--- src/hdl/utf16_to_utf8_transcoder_unit_defines.svh ---
// Assertion shorthands shared by the transcoder RTL.
`ifndef UTF16_TO_UTF8_TRANSCODER_UNIT_DEFINES_SVH
`define UTF16_TO_UTF8_TRANSCODER_UNIT_DEFINES_SVH

// Invariant checked at every clock edge outside reset.
`define U16U8_ASSERT(lbl, clk, rst_n, prop, msg) \
	lbl: assert property (@(posedge clk) disable iff (!rst_n) (prop)) else $error(msg);

// Condition in one cycle implies a consequence in the next.
`define U16U8_ASSERT_NEXT(lbl, clk, rst_n, ante, cons, msg) \
	lbl: assert property (@(posedge clk) disable iff (!rst_n) (ante) |=> (cons)) else $error(msg);

`endif

--- src/hdl/u16u8_pkg.sv ---
package u16u8_pkg;

	localparam logic [2:0] ERR_OK       = 3'd0;
	localparam logic [2:0] ERR_ODD      = 3'd1;
	localparam logic [2:0] ERR_TRUNC    = 3'd2;
	localparam logic [2:0] ERR_BAD_LOW  = 3'd3;
	localparam logic [2:0] ERR_LONE_LOW = 3'd4;

	localparam logic [5:0] SURR_HI_TAG = 6'b110110;
	localparam logic [5:0] SURR_LO_TAG = 6'b110111;

	localparam logic [7:0] BOM_A = 8'hFF;
	localparam logic [7:0] BOM_B = 8'hFE;

	localparam logic [7:0] LEAD2 = 8'hC0;
	localparam logic [7:0] LEAD3 = 8'hE0;
	localparam logic [7:0] LEAD4 = 8'hF0;
	localparam logic [7:0] CONT  = 8'h80;

	localparam logic [20:0] SUPP_BASE = 21'h10000;

	localparam logic [2:0] MAX_DATA = 3'd4;

	typedef struct packed {
		logic [7:0] in_byte;
		logic       last_in_message;
	} in_item_t;

	typedef struct packed {
		logic [7:0] out_byte;
		logic       byte_valid;
		logic       run_last;
		logic       message_end;
		logic [2:0] error_code;
	} out_item_t;

	// Work for one input byte: up to four data bytes, then an optional status word.
	typedef struct packed {
		logic [3:0][7:0] data;
		logic [2:0]      n_data;
		logic            stat;
		logic [2:0]      code;
	} job_t;

	typedef struct packed {
		logic empty;
		logic full;
	} q_stat_t;

endpackage

--- src/hdl/u16u8_front.sv ---
`include "utf16_to_utf8_transcoder_unit_defines.svh"

module u16u8_front (
	input  logic                clk,
	input  logic                arst_n,
	input  logic                push,
	input  u16u8_pkg::in_item_t in_item,
	input  logic                cfg_we,
	input  logic                cfg_wdata,
	input  u16u8_pkg::q_stat_t  qstat,
	output logic                job_push,
	output u16u8_pkg::job_t     job
);
	import u16u8_pkg::*;

	logic        acc;
	logic        little_endian_q;
	logic [7:0]  held_byte_q;
	logic        have_half_q, have_half_nxt;
	logic        first_pending_q, first_pending_nxt;
	logic        seen_two_q, seen_two_nxt;
	logic [9:0]  hs_bits_q, hs_bits_nxt;
	logic        hs_pend_q, hs_pend_nxt;
	logic [2:0]  sticky_q, sticky_nxt;
	logic [7:0]  a, b;
	logic [15:0] unit;
	logic        bom, is_hi, is_lo;
	logic [20:0] cp;

	assign acc = push && !qstat.full;
	assign a   = held_byte_q;
	assign b   = in_item.in_byte;
	assign unit = little_endian_q ? {b, a} : {a, b};
	assign bom  = first_pending_q && ((a == BOM_A && b == BOM_B) || (a == BOM_B && b == BOM_A));
	assign is_hi = unit[15:10] == SURR_HI_TAG;
	assign is_lo = unit[15:10] == SURR_LO_TAG;
	assign cp    = SUPP_BASE + {1'b0, hs_bits_q, unit[9:0]};

	always_comb begin
		have_half_nxt     = have_half_q;
		first_pending_nxt = first_pending_q;
		seen_two_nxt      = seen_two_q;
		hs_bits_nxt       = hs_bits_q;
		hs_pend_nxt       = hs_pend_q;
		sticky_nxt        = sticky_q;
		job               = '0;
		job.code          = ERR_OK;

		if (!have_half_q) begin
			have_half_nxt = 1'b1;
		end else begin
			have_half_nxt     = 1'b0;
			seen_two_nxt      = 1'b1;
			first_pending_nxt = 1'b0;
			if (!bom && sticky_q == ERR_OK) begin
				if (hs_pend_q) begin
					hs_pend_nxt = 1'b0;
					if (is_lo) begin
						job.data[0] = LEAD4 | {5'd0, cp[20:18]};
						job.data[1] = CONT | {2'd0, cp[17:12]};
						job.data[2] = CONT | {2'd0, cp[11:6]};
						job.data[3] = CONT | {2'd0, cp[5:0]};
						job.n_data  = MAX_DATA;
					end else begin
						sticky_nxt = ERR_BAD_LOW;
					end
				end else if (is_hi) begin
					hs_bits_nxt = unit[9:0];
					hs_pend_nxt = 1'b1;
				end else if (is_lo) begin
					sticky_nxt = ERR_LONE_LOW;
				end else if (unit[15:7] == '0) begin
					job.data[0] = unit[7:0];
					job.n_data  = 3'd1;
				end else if (unit[15:11] == '0) begin
					job.data[0] = LEAD2 | {3'd0, unit[10:6]};
					job.data[1] = CONT | {2'd0, unit[5:0]};
					job.n_data  = 3'd2;
				end else begin
					job.data[0] = LEAD3 | {4'd0, unit[15:12]};
					job.data[1] = CONT | {2'd0, unit[11:6]};
					job.data[2] = CONT | {2'd0, unit[5:0]};
					job.n_data  = 3'd3;
				end
			end
		end

		if (in_item.last_in_message) begin
			job.stat = 1'b1;
			priority if (have_half_nxt) begin
				job.code = seen_two_nxt ? ERR_ODD : ERR_OK;
			end else if (sticky_nxt != ERR_OK) begin
				job.code = sticky_nxt;
			end else if (hs_pend_nxt) begin
				job.code = ERR_TRUNC;
			end else begin
				job.code = ERR_OK;
			end
			// close the message: back to the idle state
			have_half_nxt     = 1'b0;
			first_pending_nxt = 1'b1;
			seen_two_nxt      = 1'b0;
			hs_bits_nxt       = '0;
			hs_pend_nxt       = 1'b0;
			sticky_nxt        = ERR_OK;
		end
	end

	assign job_push = acc && (job.n_data != 3'd0 || job.stat);

	always_ff @(posedge clk or negedge arst_n) begin
		if (!arst_n) begin
			little_endian_q <= 1'b1;
			have_half_q     <= 1'b0;
			first_pending_q <= 1'b1;
			seen_two_q      <= 1'b0;
			hs_bits_q       <= '0;
			hs_pend_q       <= 1'b0;
			sticky_q        <= ERR_OK;
		end else begin
			if (cfg_we) begin
				little_endian_q <= cfg_wdata;
			end
			if (acc) begin
				have_half_q     <= have_half_nxt;
				first_pending_q <= first_pending_nxt;
				seen_two_q      <= seen_two_nxt;
				hs_bits_q       <= hs_bits_nxt;
				hs_pend_q       <= hs_pend_nxt;
				sticky_q        <= sticky_nxt;
			end
		end
	end

	always_ff @(posedge clk) begin
		if (acc && !have_half_q) begin
			held_byte_q <= b;
		end
	end

	`U16U8_ASSERT(a_err_excl_pend, clk, arst_n, !(sticky_q != ERR_OK && hs_pend_q), "error and pending high surrogate together")
	`U16U8_ASSERT_NEXT(a_last_clears, clk, arst_n, acc && in_item.last_in_message, !have_half_q && first_pending_q && sticky_q == ERR_OK && !hs_pend_q, "message state not cleared after last word")
	`U16U8_ASSERT(a_data_bound, clk, arst_n, !job_push || job.n_data <= MAX_DATA, "job holds too many data words")

endmodule

--- src/hdl/u16u8_jobq.sv ---
module u16u8_jobq #(
	parameter int DEPTH = 4
) (
	input  logic               clk,
	input  logic               arst_n,
	input  logic               job_push,
	input  u16u8_pkg::job_t    job_in,
	input  logic               deq,
	output u16u8_pkg::job_t    head,
	output u16u8_pkg::q_stat_t qstat
);
	import u16u8_pkg::*;

	localparam int PW = (DEPTH > 1) ? $clog2(DEPTH) : 1;
	localparam int CW = $clog2(DEPTH + 1);

	job_t          mem_q [DEPTH];
	logic [PW-1:0] wr_ptr_q, rd_ptr_q;
	logic [CW-1:0] count_q;
	logic          do_push, do_pop;

	assign qstat.empty = count_q == '0;
	assign qstat.full  = count_q == CW'(DEPTH);
	assign do_push = job_push && !qstat.full;
	assign do_pop  = deq && !qstat.empty;
	assign head    = mem_q[rd_ptr_q];

	always_ff @(posedge clk) begin
		if (do_push) begin
			mem_q[wr_ptr_q] <= job_in;
		end
	end

	always_ff @(posedge clk or negedge arst_n) begin
		if (!arst_n) begin
			wr_ptr_q <= '0;
			rd_ptr_q <= '0;
			count_q  <= '0;
		end else begin
			if (do_push) begin
				wr_ptr_q <= (wr_ptr_q == PW'(DEPTH - 1)) ? '0 : wr_ptr_q + 1'b1;
			end
			if (do_pop) begin
				rd_ptr_q <= (rd_ptr_q == PW'(DEPTH - 1)) ? '0 : rd_ptr_q + 1'b1;
			end
			if (do_push && !do_pop) begin
				count_q <= count_q + 1'b1;
			end else if (do_pop && !do_push) begin
				count_q <= count_q - 1'b1;
			end
		end
	end

endmodule

--- src/hdl/u16u8_back.sv ---
`include "utf16_to_utf8_transcoder_unit_defines.svh"

module u16u8_back (
	input  logic                 clk,
	input  logic                 arst_n,
	input  u16u8_pkg::job_t      head,
	input  u16u8_pkg::q_stat_t   qstat,
	input  logic                 pop,
	output u16u8_pkg::out_item_t out_item,
	output logic                 deq
);
	import u16u8_pkg::*;

	logic [2:0] idx_q;
	logic [2:0] total;
	logic       is_data;
	logic       take;

	assign total   = head.n_data + {2'd0, head.stat};
	assign is_data = idx_q < head.n_data;
	assign take    = pop && !qstat.empty;

	always_comb begin
		out_item = '0;
		if (is_data) begin
			out_item.out_byte   = head.data[idx_q[1:0]];
			out_item.byte_valid = 1'b1;
			out_item.error_code = ERR_OK;
		end else begin
			out_item.message_end = 1'b1;
			out_item.error_code  = head.code;
		end
		out_item.run_last = (idx_q + 3'd1) == total;
	end

	// release the job after its final word
	assign deq = take && out_item.run_last;

	always_ff @(posedge clk or negedge arst_n) begin
		if (!arst_n) begin
			idx_q <= '0;
		end else if (take) begin
			idx_q <= out_item.run_last ? 3'd0 : idx_q + 3'd1;
		end
	end

	`U16U8_ASSERT(a_idx_in_job, clk, arst_n, qstat.empty || idx_q < total, "word index past end of job")
	`U16U8_ASSERT(a_status_last, clk, arst_n, qstat.empty || out_item.byte_valid || out_item.run_last, "status word not last of its job")
	`U16U8_ASSERT_NEXT(a_deq_rewinds, clk, arst_n, deq, idx_q == 3'd0, "index not rewound after job")

endmodule

--- src/hdl/utf16_to_utf8_transcoder_unit.sv ---
// Channel   Handshake         Word
// input     push / full       in_item  : in_byte, last_in_message
// output    pop / empty       out_item : out_byte, byte_valid, run_last, message_end, error_code
// config    cfg_we            cfg_wdata: little_endian
//
// An input word is taken whenever push is high and the job queue has room; the front decodes
// it completely in that cycle and queues its 1 to 5 output words as one job, if there are any.
// The back hands out one output word per cycle while pop is high and a job is queued, so
// sustained throughput is set by the output side, which spends one pop on each result.
// The job queue holds DEPTH jobs; full rises only when it holds DEPTH undelivered jobs.
// Reset clears the message state and the queue and sets little_endian to 1.
module utf16_to_utf8_transcoder_unit #(
	parameter int DEPTH = 4
) (
	input  logic                 clk,
	input  logic                 arst_n,
	input  logic                 push,
	output logic                 full,
	input  u16u8_pkg::in_item_t  in_item,
	input  logic                 pop,
	output logic                 empty,
	output u16u8_pkg::out_item_t out_item,
	input  logic                 cfg_we,
	input  logic                 cfg_wdata
);
	import u16u8_pkg::*;

	q_stat_t qstat;
	job_t    job, head;
	logic    job_push, deq;

	assign full  = qstat.full;
	assign empty = qstat.empty;

	u16u8_front u_front (
		.clk      (clk),
		.arst_n   (arst_n),
		.push     (push),
		.in_item  (in_item),
		.cfg_we   (cfg_we),
		.cfg_wdata(cfg_wdata),
		.qstat    (qstat),
		.job_push (job_push),
		.job      (job)
	);

	u16u8_jobq #(
		.DEPTH(DEPTH)
	) u_jobq (
		.clk     (clk),
		.arst_n  (arst_n),
		.job_push(job_push),
		.job_in  (job),
		.deq     (deq),
		.head    (head),
		.qstat   (qstat)
	);

	u16u8_back u_back (
		.clk     (clk),
		.arst_n  (arst_n),
		.head    (head),
		.qstat   (qstat),
		.pop     (pop),
		.out_item(out_item),
		.deq     (deq)
	);

endmodule

--- config.mk ---
export PLATFORM = sky130hd
export DESIGN_NAME = utf16_to_utf8_transcoder_unit
export DESIGN_NICKNAME = d
export VERILOG_FILES = /design/src/hdl/u16u8_pkg.sv /design/src/hdl/u16u8_front.sv /design/src/hdl/u16u8_jobq.sv /design/src/hdl/u16u8_back.sv /design/src/hdl/utf16_to_utf8_transcoder_unit.sv
export VERILOG_INCLUDE_DIRS = /design/src /design/src/hdl
export SDC_FILE = /design/constraint.sdc
export NUM_CORES = 1
export LEC_CHECK = 0
export ABC_AREA = 1
export BUFFER_PORTS_ARGS = -buffer_cell sky130_fd_sc_hd__buf_2
export CAP_MARGIN = 5
export CORE_MARGIN = 5
export CORE_UTILIZATION = 55
export CTS_BUF_LIST = sky130_fd_sc_hd__clkbuf_4
export CTS_CLUSTER_SIZE = 10
export DETAILED_ROUTE_END_ITERATION = 8
export PLACE_DENSITY = 0.76
export SLEW_MARGIN = 20
export SYNTH_ARGS = -nofsm -noshare
export SYNTH_HDL_FRONTEND = slang
export SYNTH_HIERARCHICAL = 1
export SYNTH_SLANG_ARGS = --single-unit
--- constraint.sdc ---
create_clock -name clk -period 7.15 [get_ports clk]
set_clock_uncertainty 0.2 [all_clocks]
set_input_delay 1.43 -clock clk [delete_from_list [all_inputs] [get_ports clk]]
set_output_delay 1.43 -clock clk [all_outputs]
set_load 0.005 [all_outputs]
Word-level counts from Yosys, hierarchy flattened
Memories as Yosys holds them, arrays and structs flattened.
Cells that the tools add are included.
{"block": "op_classes", "n_eq_ne": 11, "muxes": 52, "reduce_logical": 33, "add_sub_neg": 7, "order_cmp": 2}
{"cell": "$mux W35", "count": 3}
{"cell": "$mux W27", "count": 3}
{"cell": "$mux W10", "count": 5}
{"cell": "$mux W3", "count": 13}
{"cell": "$eq A8 B8 Y1 const B", "count": 4}
{"cell": "$mux W16", "count": 2}
{"cell": "$mux W8", "count": 3}
{"cell": "$add A17 B20 Y21 const A", "count": 1}
{"cell": "$mux W17", "count": 1}
{"cell": "$bmux W8 S2", "count": 1}
{"cell": "$mux W1", "count": 15}
{"cell": "$logic_and A1 B1 Y1", "count": 13}
{"cell": "$eq A6 B6 Y1 const B", "count": 2}
{"cell": "$mux W11", "count": 1}
{"cell": "$logic_not A9 Y1", "count": 1}
{"cell": "$mux W9", "count": 1}
{"cell": "$reduce_bool A2 Y1", "count": 4}
{"cell": "$add A3 B1 Y3 const B", "count": 2}
{"cell": "$logic_not A1 Y1", "count": 6}
{"cell": "$logic_not A3 Y1", "count": 2}
{"cell": "$mux W2", "count": 3}
{"cell": "$reduce_bool A3 Y1", "count": 2}
{"cell": "$logic_not A5 Y1", "count": 1}
{"cell": "$reduce_and A5 Y1", "count": 1}
{"cell": "other kinds (12)", "count": 15}
{"block": "word_totals", "output_inout_bits": 16, "input_bits": 15, "wordCells": 118, "mem_count": 1, "mem_bits_rw": 156, "regBits": 36}
{"memory": "u_jobq.mem_q", "words": 4, "word_bits": 39, "read_ports": 1, "rd_clocked_by_memory_dff": 0, "write_ports": 1, "line": "u16u8_jobq.sv:17", "source": "job_t mem_q [DEPTH];"}

Logic depth before layout (Yosys ltp)
{"block": "logic_depth", "ltp_word": 19, "ltp_mapped": 23, "depth_no_buf": 21}

Modules after synthesis
Netlist, hierarchy kept.
{"mod": "u16u8_jobq", "instances": 1, "cells_per_inst": 517, "seq_area_each_um2": 4859.7, "area_per_inst_um2": 6761.5}
{"mod": "u16u8_front", "instances": 1, "cells_per_inst": 306, "seq_area_each_um2": 693.2, "area_per_inst_um2": 2080.7}
{"mod": "u16u8_back", "instances": 1, "cells_per_inst": 124, "seq_area_each_um2": 75.1, "area_per_inst_um2": 643.1}

Worst setup path after synthesis
Ideal clock, no wire load.
{"block": "synth_timing", "path_kind": "input-to-reg", "from": "input in_item[1] (netlist bit)", "to": "memory u_jobq/mem_q[0][0] (netlist bit) (enable)", "path_buffers": 1, "setup_time_ns": 0.435, "required_ns": 6.515, "t_arrival_ns": 4.182, "path_stages": 13, "path_slack_ns": 2.333, "cell_sequence": "inv_1 nand2_1 nand2_1 nand2_1 nor2_1 nor2_1 nand2_2 buf_6 nand3_2 nand2_1 inv_1 nand2_1 nor2_1"}
{"block": "synth_between", "elab_chain_cells": 14, "elab_cells_between_ends": 22, "cone_classes": "eq/ne (2); mux (9); reduce/logical (11)"}
{"element": "from (decl)", "line": "utf16_to_utf8_transcoder_unit.sv:19", "source": "input u16u8_pkg::in_item_t in_item,"}
{"element": "$mux W16 or $eq A8 B8 Y1 (tied branches)", "line": "u16u8_front.sv:33, u16u8_front.sv:34"}
{"element": "$logic_not A9 Y1 or $logic_and A1 B1 Y1 (tied branches)", "line": "u16u8_front.sv:72, u16u8_front.sv:34"}
{"element": "$mux W11 or $logic_or A1 B1 Y1 (tied branches)", "line": "u16u8_front.sv:72, u16u8_front.sv:34"}
{"element": "$mux W27 or $logic_and A1 B1 Y1 (tied branches)", "line": "u16u8_front.sv:70, u16u8_front.sv:34"}
{"element": "$mux W27 or $logic_not A1 Y1 (tied branches)", "line": "u16u8_front.sv:67, u16u8_front.sv:55"}
{"element": "$mux W27 or $logic_and A1 B1 Y1 (tied branches)", "line": "u16u8_front.sv:56, u16u8_front.sv:55"}
{"element": "$mux W35 *", "line": "u16u8_front.sv:55", "source": "if (!bom && sticky_q == ERR_OK) begin"}
{"element": "$mux W35 *", "line": "u16u8_front.sv:49", "source": "if (!have_half_q) begin"}
{"element": "$reduce_bool A3 Y1 *", "line": "u16u8_front.sv:109", "source": "assign job_push = acc && (job.n_data != 3'd0 || job.stat);"}
{"element": "$logic_or A1 B1 Y1 *", "line": "u16u8_front.sv:109"}
{"element": "$logic_and A1 B1 Y1 *", "line": "u16u8_front.sv:109"}
{"element": "net job_push", "line": "utf16_to_utf8_transcoder_unit.sv:30", "source": "logic job_push, deq;"}
{"element": "$logic_and A1 B1 Y1 *", "line": "u16u8_jobq.sv:24", "source": "assign do_push = job_push && !qstat.full;"}
{"element": "$mux W1 *", "line": "u16u8_jobq.sv:29", "source": "if (do_push) begin"}
{"element": "$mux W1 (implied by the code) *", "line": "u16u8_jobq.sv:30", "source": "mem_q[wr_ptr_q] <= job_in;"}
{"element": "to (decl)", "line": "u16u8_jobq.sv:17"}
Mark *: on every way through the listed nets, which the timed path passes. The rest lies on a longest branch.

==> results.txt <==
----------------------------------------------------
[Outcome]
  Result of the run ... finished clean

[Finish]
  Post-route design area ... 9952 µm²
  Area Overhead vs Synth ... 4.920%
  Number of fillers in the final layout ... 1434
  Share of post-route cells with drive strength above 1 ... 0.1259
  Leading cell types in the layout, fill and taps excluded ... sky130_fd_sc_hd__nand2_1 (242), sky130_fd_sc_hd__edfxtp_1 (164), sky130_fd_sc_hd__inv_1 (157)
  Area occupied by multi-input gates ... 2880 µm²
  Area taken by flip-flops and latches ... 5632 µm²
  Final non-filler cell total ... roughly 1200
  Fin nets ... 992
  Leading cell type in the layout, fill and taps excluded ... sky130_fd_sc_hd__nand2_1

[STA]
  Max frequency ... 200.2 MHz
  Final Hold Vio Count ... 0
  Worst slew margin relative to its limit ... 0.3820
  Transition time at the pin with the least slew margin ... 917.3 ps
  Setup-violating endpoint count in the final report ... 0
  Setup TNS ... 0 ps
  Tcrit/Tclk final ... 0.6987
  Hold Worst Slack ... 319.6 ps
  Max-slew violation count ... 0
  RSZ-0062 raised after global routing ... false
  Final Critical Period ... around 5000 ps

[Die]
  Overall die width ... 141.3 µm
  Total number of placement rows ... 48
  Die H ... 141.3 µm
  Die Area ... 19970 µm²
  Placeable Area ... roughly 17000 µm²
  Boundary pin count ... 31
  Initial Utilization ... 0.5542

[Critical path]
  Kind of critical path ... reg -> out
  Cell with the most instances on the worst path ... sky130_fd_sc_hd__nand2_1
  Worst Path Required ... 5520 ps
  Cell with the largest stage delay on the worst path ... sky130_fd_sc_hd__buf_4
  Element type at the critical path start ... flip-flop
  Cell breakdown of the critical path ... buf_4, inv_2, buf_4, o211ai_1, nand2_1, ha_1, ha_1, inv_1, nand2_1, nand2_1, nor2_1, nand3_1, inv_1, buf_2
  Kind of cell with the highest combined delay on the critical path ... buffers and inverters
  Maximum fanout along the worst path ... 42
  Delay of the slowest cell on the worst path ... 440 ps
  CP Buf/Inv Count ... 6
  Worst endpoint data arrival time ... 3370 ps
  Crit. End Element ... output port

[Logic synthesis]
  Fraction of post-synthesis cell area in the top cell type by area ... 0.5192
  Post-synth top area cell ... sky130_fd_sc_hd__edfxtp_1
  Commonest register cell after synthesis ... sky130_fd_sc_hd__edfxtp_1
  Area contributors post-synth ... sky130_fd_sc_hd__edfxtp_1 (52%), sky130_fd_sc_hd__nand2_1 (9.6%), sky130_fd_sc_hd__dfrtp_1 (6.9%), sky130_fd_sc_hd__inv_1 (6.2%), sky130_fd_sc_hd__o211ai_1 (5.4%)
  Mapped Area ... 9485 µm²
  Number of standard cells after synthesis ... 947
  Number of unique standard cell types used by synthesis ... 42
  Average cell area after synthesis ... roughly 10 µm²
  Count of flip-flops with a built-in enable after synthesis ... 164
  Post-synthesis sequential area ratio ... 0.5933
  Synth warn ... 6
  Asr flop ratio synth ... 0.1458
  Register bit count reported by yosys ... 192

[Job]
  Count of max-cap constraint violations ... 0

[CTS]
  Clock transition at the registers of the reported paths ... 170 ps
  Hold-fix buffer count after cts ... 0
  CTS Root Buffer Type ... sky130_fd_sc_hd__clkbuf_4
  Clock insertion delay at the later pin of the skew report ... 560 ps
  Number of CTS-inserted buffers ... 17
  TritonCTS Sinks ... 192
  CTS tree ... built
  # H-tree levels ... 4
  Cells resized by post-CTS repair ... 0
  Clock buffer depth ... 2
  Post-CTS repair timing setup buffer count ... 0

[Global routing]
  Remaining global-route overflow ... 0
  First-pass GRT wire length ... ~31000 µm
  Vias in the first global route ... 6106
  Antenna violations before repair ... 1
  Pin count of the biggest net entering global routing ... 117
  Global-route usage over all layers ... 0.2028

[Route]
  Routed wire length ... ~20000 µm
  Routed via count ... between 6000 and 7000
  Post-route DRC violation count ... 0
  Routed len/inst ... 16.36 µm
  DRT antenna net count ... 0
  DR pass1 iterations ... 7
  Number of design-rule violations left by the first detailed-router iteration ... between 500 and 600
  DR vias/cell ... 5.403

[Place]
  Dpl cell area ... around 9600 µm²
  Weighted congestion at the end of routability-driven global placement ... 0.8855
  Count of buffers inserted at the top-level ports ... 30
  Placed wire-length estimate ... ~13000 µm
  Placed cell count ... 1168

[Power]
  Post-layout power ... around 3.7 mW
  Pwr per Cell Area ... 374.2 nW/µm²
  Worst IR Drop VDD ... 0.2497 mV
  Leakage power total ... 4.168 nW

[Hold path]
  Class of the worst hold path ... reg -> reg

----------------------------------------------------
==> per-stage QoR <==
step                  util  setup WS [ps]
finish              0.5814           2154
floorplan                -           2333
global route        0.5814           1847
CTS                 0.5785           2066
global placement    0.5616           2541
detailed placement  0.5616           2402
==> area by class of cell <==
class,count,share of cell area
multi-input combinational,551,0.2894
sequential,192,0.5659
clock buffer,17,0.01282
inverter,164,0.06261
timing repair buffer,38,0.02439
clock inverter,15,0.01634
antenna,1,0.0002514
tap,225,0.02829
==> Yosys cell counts, types with 2 or more instances <==
library cell	count
sky130_fd_sc_hd__ha_1	12
sky130_fd_sc_hd__buf_4	6
sky130_fd_sc_hd__o22ai_1	9
sky130_fd_sc_hd__inv_1	157
sky130_fd_sc_hd__nand4_1	3
sky130_fd_sc_hd__nand3_1	21
sky130_fd_sc_hd__nor2_4	3
sky130_fd_sc_hd__nand3_2	2
sky130_fd_sc_hd__dfstp_2	2
sky130_fd_sc_hd__o211ai_1	68
sky130_fd_sc_hd__o22ai_2	2
sky130_fd_sc_hd__buf_6	21
sky130_fd_sc_hd__buf_2	11
sky130_fd_sc_hd__inv_2	5
sky130_fd_sc_hd__nand2_2	11
sky130_fd_sc_hd__buf_8	2
sky130_fd_sc_hd__or2_2	3
sky130_fd_sc_hd__nor3_2	2
sky130_fd_sc_hd__nor2_1	76
sky130_fd_sc_hd__nor2_2	2
sky130_fd_sc_hd__o21ai_1	22
sky130_fd_sc_hd__nand2_1	242
sky130_fd_sc_hd__edfxtp_1	164
sky130_fd_sc_hd__o21ai_0	32
sky130_fd_sc_hd__a21oi_1	18
sky130_fd_sc_hd__dfrtp_1	26
sky130_fd_sc_hd__o211ai_2	10
==> registers in the layout, summed over array words and instances, names as in the netlist <==
name,cells
u_front/hs_pend_q,1
u_jobq/wr_ptr_q,2
u_front/a,8
u_jobq/rd_ptr_q,2
u_back/idx_q,3
u_front/little_endian_q,1
u_front/have_half_q,1
u_front/first_pending_q,1
u_jobq/mem_q,156
u_front/hs_bits_q,10
u_front/seen_two_q,1
u_jobq/count_q,3
u_front/sticky_q,3
==> layer usage <==
metal | up-vias | GRT usage | wire, µm
li1 | 3173 | - | -
met1 | 3065 | 0.2776 | 8534
met2 | 226 | 0.3248 | 9440
met3 | 36 | 0.04516 | 1232
met4 | 0 | 0.06680 | 471
met5 | - | 0 | 0
==> worst paths after layout <==
kind / startpoint / end / slack, ps / cells after the start
hold reg to reg: u_front/seen_two_q / u_front/seen_two_q / 320 / 1
min in group asynchronous: arst_n / u_front/seen_two_q / 700 / 1
hold / removal: u_front/seen_two_q / u_front/seen_two_q / 320 / 1
setup / recovery: u_jobq/rd_ptr_q[1] / out_item[4] / 2150 / 14
setup reg to reg: u_jobq/rd_ptr_q[1] / u_jobq/count_q[1] / 3030 / 19
max in group asynchronous: arst_n / u_jobq/rd_ptr_q[0] / 5510 / 1
==> report_power, final <==
group | leakage, nW | total, mW | internal [mW] | switching, mW
Sequential | 1.89 | 1.64 | 1.51 | 0.128
Combinational | 2.12 | 1.49 | 0.484 | 1.01
Clock | 0.159 | 0.593 | 0.192 | 0.401
==> cells by family (layout without fill, tap and decap cells) <==
family	count (synthesis)	after routing	share of synthesized area
and+or+nand+nor	368	368	0.1620
buffers and inverters	206	234	0.1070
DFF	192	192	0.5933
xor gates and xnor gates	2	2	0.001847
adders and majority gates	13	13	0.01794
other	1	4	0.0003953
AOI/OAI and AO/OA	165	165	0.1175
Power figures use the tool's default switching activity.
